$ cat src/rtl/core/atrs_pkg.sv
// shared widths, control structs and helper functions for the tridiagonal row setup
`timescale 1ns / 1ps
`default_nettype none

package atrs_pkg;

    localparam int WORD_W = 32;                  // data word, signed Q16.16
    localparam int CFG_W  = 31;                  // configuration registers, unsigned Q15.16
    localparam int FRAC_W = 16;                  // fraction bits of Q16.16
    localparam int MAG_W  = 35;                  // magnitude of a three-term diffusion sum
    localparam int OPB_W  = 32;                  // magnitude of the second multiplier operand
    localparam int HALF_W = OPB_W / 2;           // multiplier slice of the second operand
    localparam int ACC_W  = MAG_W + OPB_W;       // full product
    localparam int PROD_W = ACC_W - FRAC_W;      // product after dropping the fraction
    localparam int WIDE_W = PROD_W + 3;          // exact coefficient and denominator sums
    localparam int DIV_W  = 49;                  // denominator magnitude
    localparam int QUO_W  = WORD_W + 1;          // quotient of 2^32 by the denominator
    localparam int CNT_W  = $clog2(QUO_W);       // divider bit counter

    // multiplier pass control
    typedef struct packed {
        logic en;
        logic upper;
    } mul_ctl_t;

    // divider status
    typedef struct packed {
        logic busy;
        logic done;
    } div_stat_t;

    // magnitude of a signed word, 2^31 included
    function automatic logic [WORD_W-1:0] abs_word(input logic [WORD_W-1:0] v);
        logic [WORD_W-1:0] r;
        r = v[WORD_W-1] ? (~v + WORD_W'(1)) : v;
        return r;
    endfunction

    // clamp an exact sum to a signed word
    function automatic logic [WORD_W-1:0] sat_word(input logic signed [WIDE_W-1:0] v);
        logic signed [WIDE_W-1:0] hi_lim;
        logic signed [WIDE_W-1:0] lo_lim;
        logic [WORD_W-1:0]        r;
        hi_lim = signed'(WIDE_W'({1'b0, {(WORD_W-1){1'b1}}}));
        lo_lim = -hi_lim - signed'(WIDE_W'(1));
        if (v > hi_lim) begin
            r = {1'b0, {(WORD_W-1){1'b1}}};
        end else if (v < lo_lim) begin
            r = {1'b1, {(WORD_W-1){1'b0}}};
        end else begin
            r = v[WORD_W-1:0];
        end
        return r;
    endfunction

endpackage

`default_nettype wire

$ cat src/rtl/core/atrs_mulacc.sv
// shared unsigned multiplier: one 16-bit slice of the second operand per pass, accumulated
`timescale 1ns / 1ps
`default_nettype none

module atrs_mulacc (
    input  wire logic                       aclk,
    input  wire atrs_pkg::mul_ctl_t         ctl,
    input  wire logic [atrs_pkg::MAG_W-1:0] a_mag,
    input  wire logic [atrs_pkg::OPB_W-1:0] b_mag,
    output logic [atrs_pkg::ACC_W-1:0]      acc
);
    import atrs_pkg::*;

    logic [HALF_W-1:0]       b_half;
    logic [MAG_W+HALF_W-1:0] part;
    logic [ACC_W-1:0]        acc_reg;
    logic [ACC_W-1:0]        acc_next;

    always_comb begin
        b_half   = ctl.upper ? b_mag[OPB_W-1:HALF_W] : b_mag[HALF_W-1:0];
        part     = (MAG_W+HALF_W)'(a_mag) * (MAG_W+HALF_W)'(b_half);
        // lower slice starts the product, upper slice adds in one slice up
        acc_next = ctl.upper ? (acc_reg + {part, {HALF_W{1'b0}}}) : ACC_W'(part);
    end

    always_ff @(posedge aclk) begin
        if (ctl.en) begin
            acc_reg <= acc_next;
        end
    end

    assign acc = acc_reg;

endmodule

`default_nettype wire

$ cat config.mk
export PLATFORM = sky130hd
export DESIGN_NAME = atrs_mulacc
export DESIGN_NICKNAME = d
export VERILOG_FILES = /design/src/rtl/core/atrs_pkg.sv /design/src/rtl/core/atrs_mulacc.sv
export SDC_FILE = /design/constraint.sdc
export NUM_CORES = 2
export LEC_CHECK = 0
export BUFFER_PORTS_ARGS = -buffer_cell sky130_fd_sc_hd__buf_2
export CAP_MARGIN = 20
export CORE_UTILIZATION = 65
export DETAILED_ROUTE_END_ITERATION = 12
export HOLD_SLACK_MARGIN = 0.06
export PLACE_DENSITY = 0.81
export SYNTH_ARGS = -nofsm -noshare
export SYNTH_HDL_FRONTEND = slang
export SYNTH_SLANG_ARGS = --single-unit
$ cat constraint.sdc
create_clock -name aclk -period 16.25 [get_ports aclk]
set_input_delay 0.8125 -clock aclk [delete_from_list [all_inputs] [get_ports aclk]]
set_output_delay 0.8125 -clock aclk [all_outputs]
set_load 0.01 [all_outputs]
==> flow_metrics.env <==
export IMPL_post_route_drc_count=0
export IMPL_cts_root_buffer="clkbuf_16"
export IMPL_netlist_area_mm2=0.0232
export IMPL_synth_top_cells_by_area="fa_1, ha_1, edfxtp_1, inv_1, nand2_1"
export IMPL_finalSetupViolCount=0
export IMPL_cts_resized=0
export IMPL_worst_slack_ns=5.73
export IMPL_start_kind="primary input"
export IMPL_tritoncts="done"
export IMPL_synth_warnings=0
export IMPL_ys_flop_type="edfxtp_1"
export IMPL_cts_setup_buffers=0
export IMPL_postSynthCellCount=2591
export IMPL_ys_async_sr_fraction=0
export IMPL_tightest_slew_ns=0.898
export IMPL_max_clock_path_buffers=2
export IMPL_wl_per_cell_um=19.3
export IMPL_dp_hpwl_um=47300
export IMPL_htreeDepth=3
export IMPL_netlist_area_leader_share=0.397
export IMPL_synth_edf_count=67
export IMPL_numCtsBuffers=9
export IMPL_period_share=0.647
export IMPL_max_cap_viol_count=0
export IMPL_diodes=0
export IMPL_clock_sinks=67
export IMPL_dieHeight_um=191
export IMPL_layout_common_cells="inv_1, fa_1, nand2_1"
export IMPL_met3_usage=0.0292
export IMPL_drive_gt1_frac=0.0885
export IMPL_grt_pass1_wl_um=97200
export IMPL_largest_register_ffs=67
export IMPL_wl_um=59300
export IMPL_crit_type="primary input to flip-flop"
export IMPL_syn_nets=3299
export IMPL_holdBufCountCts=0
export IMPL_via_count=18332
export IMPL_dpl_cell_area_mm2=0.0240
export IMPL_worst_hold_slack_ns=0.805
export IMPL_final_antenna_net_count=0
export IMPL_end_kind="flip-flop"
export IMPL_ys_types=71
export IMPL_yosysTopAreaCell="fa_1"
export IMPL_first_pass_iters=7
export IMPL_core_area_mm2=0.0349
export IMPL_grt_max_degree=60
export IMPL_gp_congestion=0.957
export IMPL_routed_via_density=5.96
export IMPL_relSlewSlack=0.402
export IMPL_clk_insertion_delay_late_ns=0.34
export IMPL_yosysSeqAreaShare=0.0866
export IMPL_start_util=0.666
export IMPL_worstHoldPathType="flip-flop to flip-flop"
export IMPL_top_usage_layer="met2"
export IMPL_fin_nets=3323
export IMPL_use_met1=0.425
export IMPL_final_common_cell="inv_1"
export IMPL_grt_total_usage=0.339
export IMPL_port_buffers=136
export IMPL_fmax_mhz=95.1
export IMPL_drt_iter0_drc=1106
export IMPL_crit_fanout=59
export IMPL_synth_avg_cell_area_um2=8.97
export IMPL_clkTransAtPathRegs_ns=0.06
export IMPL_pre_cts_ws_ns=5.47
export IMPL_max_stage_delay_ns=0.91
export IMPL_dieArea_mm2=0.0365
export IMPL_slew_violations=0
export IMPL_status="completed"
export IMPL_final_area_mm2=0.0243
export IMPL_antenna_found_initial=0
export IMPL_ios=137
export IMPL_area_growth_pct=4.64
export IMPL_min_period_ns=10.52
export IMPL_hold_viol_final=0
export IMPL_grt_use_met2=0.610
export IMPL_rsz0062_at_grt="false"
export IMPL_critPathRequiredTime_ns=16.35
export IMPL_fp_dieW_um=191
export IMPL_path_common_cell="fa_1"
export IMPL_grt_pass1_vias=19244
export IMPL_yosys_register_bits=67
export IMPL_rows=68
export IMPL_overflow=0
export IMPL_crit_arrival_ns=10.62
export IMPL_final_setup_skew_ns=0.00988
export IMPL_setup_tns_ns=0
export IMPL_critPathSlowestCell="mux2_2"
==> stage by stage <==
stage | instances | util
floorplan | 2591 | -
CTS | 3074 | 0.696
finish | 3075 | 0.697
detailed placement | 3058 | 0.689
global placement | 3058 | 0.689
global route | 3075 | 0.697
==> cells in the mapped netlist, types with 4 or more instances <==
| master | number |
|---|---|
| o21ai_0 | 32 |
| nor3_1 | 9 |
| a31oi_1 | 16 |
| ha_1 | 177 |
| o21ai_1 | 5 |
| nand3_1 | 16 |
| edfxtp_1 | 67 |
| o31ai_2 | 4 |
| xor2_1 | 36 |
| o211ai_1 | 5 |
| a21o_1 | 74 |
| and4_1 | 4 |
| nand4_1 | 28 |
| nand2b_1 | 6 |
| a21oi_1 | 98 |
| inv_1 | 513 |
| nor2_1 | 56 |
| o21a_1 | 9 |
| and3_1 | 12 |
| and2_1 | 210 |
| o31a_1 | 4 |
| a31oi_2 | 4 |
| nor2b_1 | 12 |
| nand2_1 | 422 |
| xnor2_1 | 59 |
| clkbuf_1 | 117 |
| buf_2 | 7 |
| fa_1 | 461 |
| o21bai_1 | 23 |
| mux2_2 | 46 |
==> worst paths after layout <==
check               start       to  slack [ns]  cells after the start
hold reg to reg   acc[16]  acc[16]        0.81                      2
setup / recovery   ctl[0]  acc[66]        5.73                     33
hold / removal    acc[16]  acc[16]        0.81                      2
setup reg to reg  acc[16]  acc[66]       12.59                     12
==> area by class of cell <==
cell class,instances,area [um2]
inverter,513,1930
clock buffer,11,233
tap,455,569
clock inverter,5,30.0
multi-input combinational,1884,18800
sequential,67,2010
fill,2736,10600
timing repair buffer,140,731
==> metal layers <==
layer	routed length (um)	share of wire
met5	0	0
met2	30900	0.52
met3	3770	0.064
met1	22300	0.38
met4	2250	0.038
==> critical path, delay by kind of cell <==
kind	cells	cell delay, ns
compound gates	9	2.61
xor+xnor	2	0.47
fa+ha+maj	8	3.73
buf+inv	7	1.02
mux	1	0.91
simple gates	6	1.02
==> cells by family (layout without fill, tap and decap cells) <==
kind of cell	after synthesis	in the layout	synth area share
adder cells (fa/ha/maj)	638	638	0.492
XOR/XNOR	96	96	0.0368
buffers and inverters	640	669	0.104
flip-flops	67	67	0.0866
AND/OR/NAND/NOR	783	783	0.159
multiplexers	48	48	0.0232
AO/OA/AOI/OAI	319	319	0.0980
Power is not shown: default switching activity piles up to over one toggle a cycle in this logic, so the estimate is an artifact.
