[src/rtl/core/atrs_pkg.sv]
// shared widths, control structs and helper functions for the tridiagonal row setup
`timescale 1ns / 1ps
`default_nettype none

package atrs_pkg;

    localparam int WORD_W = 32;                  // data word, signed Q16.16
    localparam int CFG_W  = 31;                  // configuration registers, unsigned Q15.16
    localparam int FRAC_W = 16;                  // fraction bits of Q16.16
    localparam int MAG_W  = 35;                  // magnitude of a three-term diffusion sum
    localparam int OPB_W  = 32;                  // magnitude of the second multiplier operand
    localparam int HALF_W = OPB_W / 2;           // multiplier slice of the second operand
    localparam int ACC_W  = MAG_W + OPB_W;       // full product
    localparam int PROD_W = ACC_W - FRAC_W;      // product after dropping the fraction
    localparam int WIDE_W = PROD_W + 3;          // exact coefficient and denominator sums
    localparam int DIV_W  = 49;                  // denominator magnitude
    localparam int QUO_W  = WORD_W + 1;          // quotient of 2^32 by the denominator
    localparam int CNT_W  = $clog2(QUO_W);       // divider bit counter

    // multiplier pass control
    typedef struct packed {
        logic en;
        logic upper;
    } mul_ctl_t;

    // divider status
    typedef struct packed {
        logic busy;
        logic done;
    } div_stat_t;

    // magnitude of a signed word, 2^31 included
    function automatic logic [WORD_W-1:0] abs_word(input logic [WORD_W-1:0] v);
        logic [WORD_W-1:0] r;
        r = v[WORD_W-1] ? (~v + WORD_W'(1)) : v;
        return r;
    endfunction

    // clamp an exact sum to a signed word
    function automatic logic [WORD_W-1:0] sat_word(input logic signed [WIDE_W-1:0] v);
        logic signed [WIDE_W-1:0] hi_lim;
        logic signed [WIDE_W-1:0] lo_lim;
        logic [WORD_W-1:0]        r;
        hi_lim = signed'(WIDE_W'({1'b0, {(WORD_W-1){1'b1}}}));
        lo_lim = -hi_lim - signed'(WIDE_W'(1));
        if (v > hi_lim) begin
            r = {1'b0, {(WORD_W-1){1'b1}}};
        end else if (v < lo_lim) begin
            r = {1'b1, {(WORD_W-1){1'b0}}};
        end else begin
            r = v[WORD_W-1:0];
        end
        return r;
    endfunction

endpackage

`default_nettype wire

[src/rtl/core/atrs_recip.sv]
// restoring divider for 2^32 / den, one quotient bit per cycle
`timescale 1ns / 1ps
`default_nettype none

module atrs_recip (
    input  wire logic                       aclk,
    input  wire logic                       aresetn,
    input  wire logic                       start,
    input  wire logic [atrs_pkg::DIV_W-1:0] den_mag,
    output atrs_pkg::div_stat_t             stat,
    output logic [atrs_pkg::QUO_W-1:0]      quo
);
    import atrs_pkg::*;

    logic [DIV_W-1:0] div_reg;
    logic [DIV_W-1:0] rem_reg;
    logic [DIV_W-1:0] rem_next;
    logic [QUO_W-1:0] quo_reg;
    logic [QUO_W-1:0] quo_next;
    logic [CNT_W-1:0] cnt_reg;
    logic [CNT_W-1:0] cnt_next;
    logic             busy_reg;
    logic             busy_next;
    logic             done_reg;
    logic             done_next;
    logic [DIV_W:0]   shifted;
    logic             qbit;

    always_comb begin
        // dividend has a single one, at the top quotient bit
        shifted   = {rem_reg, cnt_reg == CNT_W'(QUO_W - 1)};
        qbit      = shifted >= {1'b0, div_reg};
        rem_next  = rem_reg;
        quo_next  = quo_reg;
        cnt_next  = cnt_reg;
        busy_next = busy_reg;
        done_next = done_reg;
        if (start) begin
            rem_next  = '0;
            cnt_next  = CNT_W'(QUO_W - 1);
            busy_next = 1'b1;
            done_next = 1'b0;
        end else if (busy_reg) begin
            rem_next = qbit ? DIV_W'(shifted - {1'b0, div_reg}) : shifted[DIV_W-1:0];
            quo_next = {quo_reg[QUO_W-2:0], qbit};
            cnt_next = cnt_reg - CNT_W'(1);
            if (cnt_reg == '0) begin
                busy_next = 1'b0;
                done_next = 1'b1;
            end
        end
    end

    always_ff @(posedge aclk) begin
        if (!aresetn) begin
            busy_reg <= 1'b0;
            done_reg <= 1'b0;
            cnt_reg  <= '0;
        end else begin
            busy_reg <= busy_next;
            done_reg <= done_next;
            cnt_reg  <= cnt_next;
        end
    end

    always_ff @(posedge aclk) begin
        if (start) begin
            div_reg <= den_mag;
        end
        rem_reg <= rem_next;
        quo_reg <= quo_next;
    end

    assign stat.busy = busy_reg;
    assign stat.done = done_reg;
    assign quo       = quo_reg;

endmodule

`default_nettype wire

[config.mk]
export PLATFORM = sky130hd
export DESIGN_NAME = atrs_recip
export DESIGN_NICKNAME = d
export VERILOG_FILES = /design/src/rtl/core/atrs_pkg.sv /design/src/rtl/core/atrs_recip.sv
export SDC_FILE = /design/constraint.sdc
export NUM_CORES = 1
export LEC_CHECK = 0
export ABC_AREA = 1
export BUFFER_PORTS_ARGS = -buffer_cell sky130_fd_sc_hd__buf_2
export CAP_MARGIN = 20
export CELL_PAD_IN_SITES_DETAIL_PLACEMENT = 0
export CELL_PAD_IN_SITES_GLOBAL_PLACEMENT = 2
export CORE_ASPECT_RATIO = 0.75
export CORE_MARGIN = 4
export CORE_UTILIZATION = 34
export DETAILED_ROUTE_END_ITERATION = 10
export GPL_ROUTABILITY_DRIVEN = 0
export PLACE_DENSITY_LB_ADDON = 0.1
export SYNTH_ARGS = -nofsm -noshare
export SYNTH_HDL_FRONTEND = slang
export SYNTH_SLANG_ARGS = --single-unit
export TNS_END_PERCENT = 50
[constraint.sdc]
create_clock -name aclk -period 3 [get_ports aclk]
set_clock_uncertainty 0.15 [all_clocks]
set_input_delay 0 -clock aclk [delete_from_list [all_inputs] [get_ports aclk]]
set_output_delay 0 -clock aclk [all_outputs]
set_load 0.01 [all_outputs]
==> key figures <==
Global route
  – Antenna violations before repair: 0
  – GR Overflow Total: 0
  – Total track usage: approximately a fifth
  – Largest net degree at the start of global routing: 60
  – First-pass GRT wire length: between 50000 and 60000 um
  – Vias in the first global route: 8756

CTS
  – # H-tree levels: 4
  – Max clock buf depth: 2
  – Clk sinks: roughly 140
  – TritonCTS Buffers: 17
  – Worst-path clk slew: about 70 ps
  – Root buffer cell: clkbuf_16
  – Skew-Pair Late Insertion Delay: 450 ps
  – TritonCTS clock tree: done
  – Post-CTS Repair Setup Buffers: 0

Pwr
  – Sw Share: between 20% and 30%
  – Flop pwr share: between 40% and 50%
  – Clk pwr share: a little under half
  – Internal power: between 3000 and 4000 uW
  – PwrDens: 411.1 mW/mm^2
  – VDD IR max: 347.9 uV
  – Net switching power: about 1400 uW
  – Pleak: approximately 0.0063 uW
  – Share of power burned in combinational logic: between 10% and 20%
  – Pwr Total: 4962 uW

STA
  – Hold Vio Cnt, Final: 0
  – Period utilization: ~95%
  – Final worst setup slack: roughly 140 ps
  – WHS: about 110 ps
  – Fmax: approximately 350 MHz
  – Setup violators final: 0
  – Worst Tran Pin Value: approximately 430 ps
  – Rel. slew slack: just over 70%
  – Slew Limit Fails: 0
  – Final min period: 2857 ps
  – RSZ-0062 raised after global routing: yes

Worst setup path
  – Reg-to-Reg Start: cnt_reg[0]
  – Worst r2r path cells: 16
  – Crit. End Element: flop
  – Worst r2r dst: rem_reg[47]
  – CP startpoint kind: flop
  – CP arrival: 3040 ps
  – Worst EP required: ~3200 ps
  – Setup slack, reg-to-reg: 140 ps
  – Max Fanout on Critical Path: 25
  – CP Class: flop to flop

Logic synthesis
  – Biggest area consumer among synthesized cells: edfxtp_1
  – Sequential share of the synthesized area: ~37%
  – Syn nets: 1574
  – Async S/R FF share, synth: 0%
  – EDFF count, synth: 82
  – Synth cell types: 38
  – Yosys warning count: 0
  – Syn Area/Cell: between 6 and 7 sq um
  – Main area contributors after synthesis: edfxtp_1 25%, nand2_1 19%, inv_1 13%, dfxtp_1 12%, ha_1 6.5%
  – Post-Syn Instances: around 1500
  – Share of the synthesized area in the top cell type: between 20 and 30%
  – #FFs+latches synth: around 140
  – Synth Flop Type: edfxtp_1
  – Synthesized area: slightly below 0.01 sq mm

Drt
  – Antenna Violating Nets Remaining: 0
  – Wire length per cell: between 15 and 20 um
  – Aggregate routed wire length: 32240 um
  – Vias per inst: ~4.5
  – Vias: 9147
  – DRC errors left: 0
  – 1st-iter DRT viols: between 400 and 500
  – TritonRoute pass-1 iters: 5

Placement
  – IO Port Bufs: 86
  – Placement Setup Slack: -149.0 ps
  – Post-DP HPWL: approximately 25000 um

Die
  – Starting density of the core: a little over a third
  – Die footprint: 0.03168 sq mm
  – I/O pins: 87
  – CORE AREA: ~0.028 sq mm
  – Rows: 53
  – Die W: between 200 and 250 um
  – Die height: about 160 um

Finish
  – Fillers: 3079
  – Synth-to-Final Area Change: 22.97%
  – Most common cell after layout, fill and taps aside: nand2_1
  – Post-layout net count: 1729
  – Most frequent cells in the layout: 489 x nand2_1, 348 x inv_1, 114 x nand3_1, 86 x buf_2, 83 x nor2_1
  – Ratio of cells with drive above 1 in the final layout: between 10% and 20%
  – N_diodes: 0

Flow run
  – Max-Cap Viols: 0

Hold path
  – Cells on Worst Hold Path: 2
  – Hold Crit Class: input port to flop
  – WHS Endpoint: div_reg[38]
  – Hold_sp: den_mag[38]

Status
  – Run status: completed
cell type report:
type	instances	area, sq um	area share [%]
repair buffers	168	1244	10.30
clock inverters	15	192.7	1.596
inverters	357	1340	11.10
well taps	385	481.7	3.991
clock buffers	17	425.4	3.524
flip-flops and latches	139	3603	29.85
multi-input cells	942	4783	39.63
metal layers:
metal / global-route usage [%] / share of wire [%] / up-vias
li1: - / - / 4848
met1: 32.32 / 55 / 4091
met2: 28.94 / 38 / 185
met3: 4.126 / 5.2 / 23
met4: 4.943 / 1.3 / 0
met5: 0 / 0 / -
power by group through the flow:
stage	sequential (uW)	combinational (uW)	clock [uW]
CTS	2140	586	2320
floorplan	2170	321	0
detailed placement	2180	531	0
global route	2140	658	2400
finish	2140	587	2240
global placement	2170	534	0
worst max path at each step:
stage,start,depth (start not counted),to,slack (ps)
final,cnt_reg[0],16,rem_reg[47],140
after global routing,cnt_reg[1],18,rem_reg[30],-20
after CTS,cnt_reg[0],18,rem_reg[30],40
after detailed placement,cnt_reg[0],18,rem_reg[30],-150
after global placement,cnt_reg[1],18,rem_reg[30],-100
after floorplan,cnt_reg[0],15,rem_reg[10],460
worst max-delay path, stage by stage, from the launching register on:
cell     delay, ps
dfxtp_1        310
inv_1           90
ha_1           170
nand4_1        240
ha_1           270
inv_1           90
fa_2           230
nand3_1        100
nand3_2        110
nand2_1         70
nand2_2         70
nand2_2         90
nand3_2        140
buf_12         190
nand3_1        210
nand3_1        120
nand2_1         50
cell usage after synthesis (all sizes together), types with 2 or more instances:
cell type / instances
nand2: 502
inv: 357
nand3: 120
nor2: 96
edfxtp: 82
nand4: 62
dfxtp: 57
ha: 51
a21oi: 33
o21ai: 23
buf: 17
xnor2: 16
clkbuf: 15
xor2: 10
nor3: 7
nor4: 6
and2: 4
o21bai: 4
a21o: 2
repair_timing:
item / in CTS / in global routing
resized for setup: 2 / 17
pin swaps: 0 / 4
setup endpoints to repair: 1 / 43
endpoints found under the hold margin: 67 / 0
hold buffers: 51 / 0
metrics by stage:
| step | setup TNS, ps | cells | util [%] | instance area, sq um |
|---|---|---|---|---|
| finish | 0 | 2023 | 42.73 | 12070 |
| global route | -18.47 | 2023 | 42.73 | 12070 |
| detailed placement | -149.0 | 1940 | 38.40 | 10850 |
| floorplan | 0 | 1470 | - | 9816 |
| global placement | -101.2 | 1940 | 38.40 | 10850 |
| CTS | 0 | 2023 | 42.43 | 11990 |
kinds of logic (layout without fill, tap and decap cells):
family | after synthesis | count (layout) | synth area share, %
AOI/OAI and AO/OA | 65 | 65 | 3.684
adders and majority gates | 52 | 52 | 6.705
xor gates and xnor gates | 26 | 26 | 2.320
buffers and inverters | 389 | 557 | 15.55
DFF | 139 | 139 | 36.71
and+or+nand+nor | 799 | 799 | 35.03
Note: power is estimated with default switching activity, not from simulation.
